[config.mk]
export PLATFORM = sky130hd
export DESIGN_NAME = morse_character_keyer_core_flat
export DESIGN_NICKNAME = d
export VERILOG_FILES = /design/src/sv/mck_pkg.sv /design/src/sv/mck_char_if.sv /design/src/sv/mck_seg_if.sv /design/src/sv/morse_character_keyer_core.sv /design/src/sv/mck_ctrl.sv /design/src/sv/mck_datapath.sv /design/src/flat_wrapper.sv
export SDC_FILE = /design/constraint.sdc
export NUM_CORES = 1
export LEC_CHECK = 0
export BUFFER_PORTS_ARGS = -buffer_cell sky130_fd_sc_hd__buf_2
export CORE_MARGIN = 3
export CORE_UTILIZATION = 30
export DETAILED_ROUTE_END_ITERATION = 7
export GPL_TIMING_DRIVEN = 0
export PLACE_DENSITY_LB_ADDON = 0.08
export SYNTH_ARGS = -nofsm -noshare
export SYNTH_HDL_FRONTEND = slang
export SYNTH_SLANG_ARGS = --single-unit
[constraint.sdc]
create_clock -name i_clk -period 3.3 [get_ports i_clk]
set_input_delay 0.33 -clock i_clk [delete_from_list [all_inputs] [get_ports i_clk]]
set_output_delay 0.33 -clock i_clk [all_outputs]
set_load 0.005 [all_outputs]
[src/sv/mck_pkg.sv]
// Package for the Morse character keyer: Morse symbol table, lookup function,
// register indexes, FSM state type and controller/datapath signal bundles.
// No dependencies.
`timescale 1ns / 1ps
`default_nettype none

package mck_pkg;

    localparam int unsigned CodeWidth = 8;
    localparam int unsigned DurWidth  = 10;
    localparam int unsigned CfgIdxW   = 2;
    localparam int unsigned ElemMax   = 5;
    localparam int unsigned CntWidth  = 3;
    localparam int unsigned SymCount  = 36;
    localparam int unsigned SymIdxW   = 6;

    localparam logic [CfgIdxW-1:0] CFG_DIT_ON   = 2'd0;
    localparam logic [CfgIdxW-1:0] CFG_DAH_ON   = 2'd1;
    localparam logic [CfgIdxW-1:0] CFG_ELEM_GAP = 2'd2;
    localparam logic [CfgIdxW-1:0] CFG_CHAR_GAP = 2'd3;

    localparam logic [DurWidth-1:0] DIT_ON_RESET   = 10'd60;
    localparam logic [DurWidth-1:0] DAH_ON_RESET   = 10'd180;
    localparam logic [DurWidth-1:0] ELEM_GAP_RESET = 10'd60;
    localparam logic [DurWidth-1:0] CHAR_GAP_RESET = 10'd180;

    localparam logic [CodeWidth-1:0] CODE_HEX_MAX   = 8'h0F;
    localparam logic [CodeWidth-1:0] CODE_DIGIT_LO  = 8'h30;
    localparam logic [CodeWidth-1:0] CODE_DIGIT_HI  = 8'h39;
    localparam logic [CodeWidth-1:0] CODE_LETTER_LO = 8'h61;
    localparam logic [CodeWidth-1:0] CODE_LETTER_HI = 8'h7A;
    localparam logic [SymIdxW-1:0]   SYM_LETTER_A   = 6'd10;

    // bits 7..5 element count, bits 4..0 elements, first in bit 0, 1 = dah
    localparam logic [7:0] MORSE_TABLE [SymCount] = '{
        8'hBF, 8'hBE, 8'hBC, 8'hB8, 8'hB0, 8'hA0, 8'hA1, 8'hA3, 8'hA7, 8'hAF,
        8'h42, 8'h81, 8'h85, 8'h61, 8'h20, 8'h84, 8'h63, 8'h80, 8'h40, 8'h8E,
        8'h65, 8'h82, 8'h43, 8'h41, 8'h67, 8'h86, 8'h8B, 8'h62, 8'h60, 8'h21,
        8'h64, 8'h88, 8'h66, 8'h89, 8'h8D, 8'h83
    };

    typedef struct packed {
        logic                hit;
        logic [CntWidth-1:0] count;
        logic [ElemMax-1:0]  bits;
    } t_sym;

    typedef enum logic [1:0] {
        S_IDLE,
        S_ON,
        S_GAP,
        S_CHAR
    } t_state;

    typedef enum logic [1:0] {
        SEG_ELEMENT,
        SEG_ELEM_GAP,
        SEG_CHAR_GAP
    } t_seg;

    typedef struct packed {
        logic load;
        logic emit;
        logic shift;
        t_seg seg;
    } t_cmd;

    typedef struct packed {
        logic sym_hit;
        logic last_elem;
    } t_sts;

    function automatic t_sym mck_lookup(input logic [CodeWidth-1:0] code);
        t_sym                res;
        logic [SymIdxW-1:0]  idx;
        logic [CodeWidth-1:0] diff;
        logic [7:0]          entry;
        res  = '0;
        idx  = '0;
        diff = '0;
        if (code <= CODE_HEX_MAX) begin
            res.hit = 1'b1;
            idx     = SymIdxW'(code);
        end else if (code >= CODE_DIGIT_LO && code <= CODE_DIGIT_HI) begin
            res.hit = 1'b1;
            diff    = code - CODE_DIGIT_LO;
            idx     = SymIdxW'(diff);
        end else if (code >= CODE_LETTER_LO && code <= CODE_LETTER_HI) begin
            res.hit = 1'b1;
            diff    = code - CODE_LETTER_LO;
            idx     = SymIdxW'(diff) + SYM_LETTER_A;
        end
        entry     = MORSE_TABLE[idx];
        res.count = entry[7:5];
        res.bits  = entry[4:0];
        return res;
    endfunction

endpackage

`default_nettype wire

[src/sv/mck_char_if.sv]
// Input channel of the Morse keyer: one character code per item.
// Depends on mck_pkg.
`timescale 1ns / 1ps
`default_nettype none

interface mck_char_if
    import mck_pkg::*;
();
    logic                 valid;
    logic                 ready;
    logic [CodeWidth-1:0] char_code;

    modport source (output valid, output char_code, input ready);
    modport sink   (input valid, input char_code, output ready);
endinterface

`default_nettype wire

[src/sv/mck_seg_if.sv]
// Output channel of the Morse keyer: one timed key segment per item.
// Depends on mck_pkg.
`timescale 1ns / 1ps
`default_nettype none

interface mck_seg_if
    import mck_pkg::*;
();
    logic                valid;
    logic                ready;
    logic                key_on;
    logic [DurWidth-1:0] duration;
    logic                run_last;

    modport source (output valid, output key_on, output duration, output run_last,
                    input ready);
    modport sink   (input valid, input key_on, input duration, input run_last,
                    output ready);
endinterface

`default_nettype wire

[src/sv/morse_character_keyer_core.sv]
// Morse character keyer: one character code in, a run of timed key segments out.
// On acceptance the code is loaded; the on state then emits the first segment.
// Throughput: one segment per cycle while the output is not stalled; a character
// of n elements makes 2n+1 segments (3 to 11), one per controller state step.
// The next character is taken in the cycle its character gap goes out.
// Reset (i_rst_n, synchronous, low) idles the controller and loads default lengths.
`timescale 1ns / 1ps
`default_nettype none

module morse_character_keyer_core
    import mck_pkg::*;
(
    input  wire                i_clk,
    input  wire                i_rst_n,
    input  wire                i_cfg_we,
    input  wire [CfgIdxW-1:0]  i_cfg_idx,
    input  wire [DurWidth-1:0] i_cfg_data,
    mck_char_if.sink           i_char,
    mck_seg_if.source          o_seg
);

    t_cmd cmd;
    t_sts sts;

    mck_ctrl u_ctrl (
        .i_clk       (i_clk),
        .i_rst_n     (i_rst_n),
        .i_in_valid  (i_char.valid),
        .o_in_ready  (i_char.ready),
        .i_out_ready (o_seg.ready),
        .o_out_valid (o_seg.valid),
        .i_sts       (sts),
        .o_cmd       (cmd)
    );

    mck_datapath u_datapath (
        .i_clk       (i_clk),
        .i_rst_n     (i_rst_n),
        .i_cfg_we    (i_cfg_we),
        .i_cfg_idx   (i_cfg_idx),
        .i_cfg_data  (i_cfg_data),
        .i_char_code (i_char.char_code),
        .i_cmd       (cmd),
        .o_sts       (sts),
        .o_key_on    (o_seg.key_on),
        .o_duration  (o_seg.duration),
        .o_run_last  (o_seg.run_last)
    );

endmodule

`default_nettype wire

[src/sv/mck_ctrl.sv]
// Keyer controller: walks a character through on / gap / character-gap states
// and owns the handshakes. Depends on mck_pkg.
`timescale 1ns / 1ps
`default_nettype none

module mck_ctrl
    import mck_pkg::*;
(
    input  wire  i_clk,
    input  wire  i_rst_n,
    input  wire  i_in_valid,
    output logic o_in_ready,
    input  wire  i_out_ready,
    output logic o_out_valid,
    input  t_sts i_sts,
    output t_cmd o_cmd
);

    t_state r_state, n_state;
    logic   r_out_valid, n_out_valid;
    logic   emit;
    logic   accept;

    // a segment may go out when the output register is empty or draining
    assign emit   = (r_state != S_IDLE) && (!r_out_valid || i_out_ready);
    assign accept = i_in_valid && o_in_ready;

    always_comb begin
        n_state = r_state;
        unique case (r_state)
            S_IDLE: begin
                if (accept && i_sts.sym_hit) n_state = S_ON;
            end
            S_ON: begin
                if (emit) n_state = S_GAP;
            end
            S_GAP: begin
                if (emit) n_state = i_sts.last_elem ? S_CHAR : S_ON;
            end
            S_CHAR: begin
                if (emit) n_state = (accept && i_sts.sym_hit) ? S_ON : S_IDLE;
            end
            default: n_state = S_IDLE;
        endcase
    end

    always_comb begin
        o_in_ready  = 1'b0;
        o_cmd.seg   = SEG_ELEMENT;
        o_cmd.shift = 1'b0;
        unique case (r_state)
            S_IDLE: o_in_ready = 1'b1;
            S_ON:   o_cmd.seg = SEG_ELEMENT;
            S_GAP: begin
                o_cmd.seg   = SEG_ELEM_GAP;
                o_cmd.shift = emit;
            end
            S_CHAR: begin
                o_cmd.seg  = SEG_CHAR_GAP;
                o_in_ready = emit;
            end
            default: o_in_ready = 1'b0;
        endcase
        o_cmd.load = accept;
        o_cmd.emit = emit;
    end

    assign n_out_valid = emit || (r_out_valid && !i_out_ready);
    assign o_out_valid = r_out_valid;

    always_ff @(posedge i_clk) begin
        if (!i_rst_n) begin
            r_state     <= S_IDLE;
            r_out_valid <= 1'b0;
        end else begin
            r_state     <= n_state;
            r_out_valid <= n_out_valid;
        end
    end

endmodule

`default_nettype wire

[src/sv/mck_datapath.sv]
// Keyer datapath: length registers, element shift register and count,
// and the registered output segment. Depends on mck_pkg.
`timescale 1ns / 1ps
`default_nettype none

module mck_datapath
    import mck_pkg::*;
(
    input  wire                  i_clk,
    input  wire                  i_rst_n,
    input  wire                  i_cfg_we,
    input  wire [CfgIdxW-1:0]    i_cfg_idx,
    input  wire [DurWidth-1:0]   i_cfg_data,
    input  wire [CodeWidth-1:0]  i_char_code,
    input  t_cmd                 i_cmd,
    output t_sts                 o_sts,
    output logic                 o_key_on,
    output logic [DurWidth-1:0]  o_duration,
    output logic                 o_run_last
);

    logic [DurWidth-1:0] r_dit_on, r_dah_on, r_elem_gap, r_char_gap;
    logic [ElemMax-1:0]  r_bits, n_bits;
    logic [CntWidth-1:0] r_cnt, n_cnt;
    logic                r_key_on, n_key_on;
    logic [DurWidth-1:0] r_duration, n_duration;
    logic                r_run_last, n_run_last;
    t_sym                sym;

    assign sym             = mck_lookup(i_char_code);
    assign o_sts.sym_hit   = sym.hit;
    assign o_sts.last_elem = (r_cnt == CntWidth'(1));

    always_ff @(posedge i_clk) begin
        if (!i_rst_n) begin
            r_dit_on   <= DIT_ON_RESET;
            r_dah_on   <= DAH_ON_RESET;
            r_elem_gap <= ELEM_GAP_RESET;
            r_char_gap <= CHAR_GAP_RESET;
        end else if (i_cfg_we) begin
            unique case (i_cfg_idx)
                CFG_DIT_ON:   r_dit_on   <= i_cfg_data;
                CFG_DAH_ON:   r_dah_on   <= i_cfg_data;
                CFG_ELEM_GAP: r_elem_gap <= i_cfg_data;
                CFG_CHAR_GAP: r_char_gap <= i_cfg_data;
                default:      r_dit_on   <= r_dit_on;
            endcase
        end
    end

    always_comb begin
        n_bits = r_bits;
        n_cnt  = r_cnt;
        if (i_cmd.load) begin
            n_bits = sym.bits;
            n_cnt  = sym.count;
        end else if (i_cmd.shift) begin
            n_bits = r_bits >> 1;
            n_cnt  = r_cnt - CntWidth'(1);
        end
    end

    always_comb begin
        n_key_on   = r_key_on;
        n_duration = r_duration;
        n_run_last = r_run_last;
        if (i_cmd.emit) begin
            case (i_cmd.seg)
                SEG_ELEMENT: begin
                    n_key_on   = 1'b1;
                    n_duration = r_bits[0] ? r_dah_on : r_dit_on;
                    n_run_last = 1'b0;
                end
                SEG_ELEM_GAP: begin
                    n_key_on   = 1'b0;
                    n_duration = r_elem_gap;
                    n_run_last = 1'b0;
                end
                default: begin
                    n_key_on   = 1'b0;
                    n_duration = r_char_gap;
                    n_run_last = 1'b1;
                end
            endcase
        end
    end

    // payload only, no reset
    always_ff @(posedge i_clk) begin
        r_bits     <= n_bits;
        r_cnt      <= n_cnt;
        r_key_on   <= n_key_on;
        r_duration <= n_duration;
        r_run_last <= n_run_last;
    end

    assign o_key_on   = r_key_on;
    assign o_duration = r_duration;
    assign o_run_last = r_run_last;

endmodule

`default_nettype wire
[src/flat_wrapper.sv]
// flat-port wrapper written by rule: the top's interface ports become plain ports
module morse_character_keyer_core_flat import mck_pkg::*;
  (i_clk, i_rst_n, i_cfg_we, i_cfg_idx, i_cfg_data, i_char_valid, i_char_char_code, i_char_ready, o_seg_valid, o_seg_key_on, o_seg_duration, o_seg_run_last, o_seg_ready);
  mck_char_if i_char_i ();
  mck_seg_if o_seg_i ();
  input  wire i_clk;
  input  wire i_rst_n;
  input  wire i_cfg_we;
  input  wire [CfgIdxW-1:0] i_cfg_idx;
  input  wire [DurWidth-1:0] i_cfg_data;
  input wire logic [$bits(i_char_i.valid)-1:0] i_char_valid;
  input wire logic [$bits(i_char_i.char_code)-1:0] i_char_char_code;
  output wire logic [$bits(i_char_i.ready)-1:0] i_char_ready;
  output wire logic [$bits(o_seg_i.valid)-1:0] o_seg_valid;
  output wire logic [$bits(o_seg_i.key_on)-1:0] o_seg_key_on;
  output wire logic [$bits(o_seg_i.duration)-1:0] o_seg_duration;
  output wire logic [$bits(o_seg_i.run_last)-1:0] o_seg_run_last;
  input wire logic [$bits(o_seg_i.ready)-1:0] o_seg_ready;
  assign i_char_i.valid = i_char_valid;
  assign i_char_i.char_code = i_char_char_code;
  assign i_char_ready = i_char_i.ready;
  assign o_seg_valid = o_seg_i.valid;
  assign o_seg_key_on = o_seg_i.key_on;
  assign o_seg_duration = o_seg_i.duration;
  assign o_seg_run_last = o_seg_i.run_last;
  assign o_seg_i.ready = o_seg_ready;
  morse_character_keyer_core u_core (.i_clk(i_clk), .i_rst_n(i_rst_n), .i_cfg_we(i_cfg_we), .i_cfg_idx(i_cfg_idx), .i_cfg_data(i_cfg_data), .i_char(i_char_i), .o_seg(o_seg_i));
endmodule
==> run metrics <==
area of the multi-input gates 2120 sq um; Skew-Pair Late Insertion Delay 0.33 ns; non-filler instance count after layout 660; R2R Setup Slk 0.46 ns; mux share of post-synthesis cell area 5.91%; core area 12100 sq um; ANT nets after route 0; endpoints failing hold 0; TNS Setup 0 ns; Placer Congestion 0.822; worst min path class in -> reg; most frequent cells after synthesis nand2_1, dfxtp_1, a21boi_0; Clock Pin Slew Worst Setup and Hold Paths 0.06 ns; number of antenna diodes 0; status completed; endpoints failing setup 0; RSZ-0062 raised after global routing false; I/O Pins 39; Die Wd 117 um; number of max-cap violations 0; post-synth cell types 57; die footprint 13800 sq um; DRT iter0 DRCs 188; Lkg Pwr 1.80 nW; hold_sp i_cfg_data[5]; vias 3191; Least-Margin Pin Slew 0.897 ns; Reg2Reg Depth 9; synthesized area per cell 8.49 sq um; CP Cell Sequence buf_2 > clkbuf_2 > inv_1 > ha_1 > or4b_1 > a21o_1 > nand3_1 > nand2_1 > ha_1 > clkbuf_1 > a211o_1 > nor2_1 > o31a_1; IO buf count 37; R2R Path End u_core.u_datapath.r_bits[2]; Global Route Usage Sum 14.9%; Max Freq 325 MHz; largest net degree at the start of global routing 14; Final Routed Wirelength 10200 um; buffers plus inverters on the worst setup path 4; share of synthesized registers carrying an async set or reset 0%; min setup slack post-route 0.219 ns; Starting Density 30.9%; first-pass GRT wire length 16300 um; dpl ws -0.312 ns; PwrDens 618 nW/um^2; Initial DRT Pass Iterations 5; CTS tree built; hold-fix buffers at CTS 0; Flop pwr share 37.5%; switching part of the total 30.3%; Synth Area in XOR/XNOR 0.940%; Compound-Gate Fraction of Synth Area 21.2%; Synth Area in Simple Gates 21.1%; Int Pwr 0.00193 W; Max stage delay on crit path 0.43 ns; Syn Nets 485; Crit. End Element register; initial antenna violation count 0; Clock Tree Root clkbuf_16; CTS sink cnt 63; period utilization 93.4%; RR Startpoint u_core.u_ctrl.r_state[1]; Critical Path RT 3.37 ns; Clock Path Buffers 2; Slew Viols, Final 0; P&R area growth vs syn 20.0%; post-layout minimum cycle time 3.08 ns; via density per instance 4.83; NetSw 0.000837 W; Worst path depth 13; WP data arrival 3.15 ns; Chip Height 117 um; WS Path Type in -> reg; Register Area 1460 sq um; DPL Wire Length 7160 um; Final #Nets 533; Post-synth top flop dfxtp_1; largest family of logic cells by synthesized area compound AO/OA/AOI/OAI gates; row cnt 40; worst rel slew slack 40.0%; drt wl/cell 15.4 um; number of synthesized flops with an enable pin 20; Worst Path Max Fanout 8; CTS H-tree depth 3; clk_skew 0.0126 ns; top-count cell post-synth nand2_1; startpoint types input port; most used cell, CP ha_1; share of cells above drive strength 1 17.1%; Tot Pwr 0.00277 W; vias in the first global route 3095; top-area cell type share of the netlist area 23.1%; number of synthesis warnings 0; clock network fraction of total power 36.3%; Synth Instances 439; Fillers 1277; Netlist Area Pre-Place 3730 sq um; area leader, netlist dfxtp_1; adder-cell share of the synthesized area 7.05%; CP delay by family, top simple AND/OR/NAND/NOR gates; Crit-path slowest cell or4b_1; grt ovf 0; Residual DRC 0; TritonCTS buffer count 9; Gate power share 26.2%; WHS 0.257 ns; worst-case hold path end point u_core.u_datapath.r_elem_gap[5]; Yosys reg bits 63; largest cells by area after synthesis dfxtp_1, edfxtp_1, nand2_1, ha_1, a21boi_0; Peak supply drop 0.253 mV; Placed Cells 644; sequential share of the synthesized area 39.2%; Hold Path Depth 3
==> cell type report <==
| class | count | area share (%) |
|---|---|---|
| clock buffer | 11 | 5.90 |
| inverter | 18 | 1.51 |
| buffer | 23 | 2.29 |
| sequential | 63 | 32.7 |
| clock inverter | 5 | 1.37 |
| multi-input combinational | 335 | 47.4 |
| timing repair buffer | 37 | 4.14 |
| tap | 168 | 4.70 |
==> through the flow <==
step | util (%) | area, sq um
2_1_floorplan | - | 3730
3_3_place_gp | 34.2 | 4120
3_5_place_dp | 34.2 | 4130
4_1_cts | 36.9 | 4450
5_1_grt | 37.1 | 4470
6_report | 37.1 | 4470
==> power groups by stage <==
stage / Sequential (W) / Clock, W / Combinational [W]
global route: 0.00105 / 0.00106 / 0.000814
detailed placement: 0.00105 / 0 / 0.000725
CTS: 0.00104 / 0.00102 / 0.000729
global placement: 0.00105 / 0 / 0.000728
finish: 0.00104 / 0.00100 / 0.000726
floorplan: 0.00105 / 0 / 0.000472
==> cells in the final DEF, fill, tap and decap left out, drive strengths merged, types with 2 or more instances in the layout <==
cell | Yosys | layout
and2 | 6 | 6
buf | 6 | 43
o221ai | 2 | 2
nor3 | 3 | 3
clkinv | 0 | 3
nor3b | 2 | 2
or2 | 3 | 3
a31oi | 8 | 8
o211ai | 9 | 9
mux2i | 13 | 13
o22ai | 3 | 3
a221oi | 3 | 3
nand2b | 4 | 4
nor2b | 3 | 3
edfxtp | 20 | 20
xnor2 | 3 | 3
nand2 | 101 | 101
a21o | 5 | 5
clkbuf | 17 | 28
dfxtp | 43 | 43
nor2 | 25 | 25
and3 | 2 | 2
a21boi | 26 | 26
ha | 21 | 21
a31o | 2 | 2
mux2 | 8 | 8
inv | 18 | 19
a21oi | 15 | 15
a211oi | 6 | 6
o21ai | 16 | 16
nand3 | 23 | 23
a22oi | 3 | 3
==> registers in the layout, indices dropped and copies added, names as in the netlist <==
signal,flops
u_core.u_datapath.r_dit_on,10
u_core.u_datapath.o_duration,10
u_core.u_datapath.r_elem_gap,10
u_core.u_datapath.o_key_on,1
u_core.u_datapath.r_char_gap,10
u_core.u_ctrl.r_state,2
u_core.u_ctrl.o_out_valid,1
u_core.u_datapath.r_bits,5
u_core.u_datapath.r_cnt,3
u_core.u_datapath.o_run_last,1
u_core.u_datapath.r_dah_on,10
==> repair_timing <==
action	CTS	global route
buffers inserted	0	0
endpoints found under the setup margin	0	7
gates resized for setup	0	5
==> per-layer routing <==
metal	global-route usage (%)	wire [um]	vias to the layer above
li1	-	-	1643
met1	20.9	5260	1480
met2	22.8	4430	56
met3	2.79	276	12
met4	5.64	191	0
met5	0	0	-
==> how the worst max path moves through the flow <==
| stage | from | to |
|---|---|---|
| 2_1_floorplan | i_char_char_code[0] | u_core.u_datapath.r_cnt[1] |
| 3_3_place_gp | i_char_char_code[0] | u_core.u_datapath.r_cnt[1] |
| 3_5_place_dp | i_char_char_code[0] | u_core.u_datapath.r_cnt[1] |
| 4_1_cts | i_char_char_code[0] | u_core.u_datapath.r_cnt[1] |
| 5_1_grt | i_char_char_code[0] | u_core.u_datapath.r_bits[0] |
| 6_report | i_char_char_code[0] | u_core.u_datapath.r_bits[2] |
==> logic make-up after synthesis <==
family,Yosys count
AOI/OAI and AO/OA,111
xor gates and xnor gates,4
adders and majority gates,21
buffers and inverters,41
DFF,63
muxes,21
and+or+nand+nor,178
==> worst register-to-register path, delay by kind of cell, from the launching register on <==
kind / cells / cell delay [ns]
adder cells (fa/ha/maj): 1 / 0.20
flip-flops: 1 / 0.41
buffers and inverters: 2 / 0.82
AO/OA/AOI/OAI: 3 / 0.54
AND/OR/NAND/NOR: 3 / 0.60
Note: power is estimated with default switching activity, not from simulation.
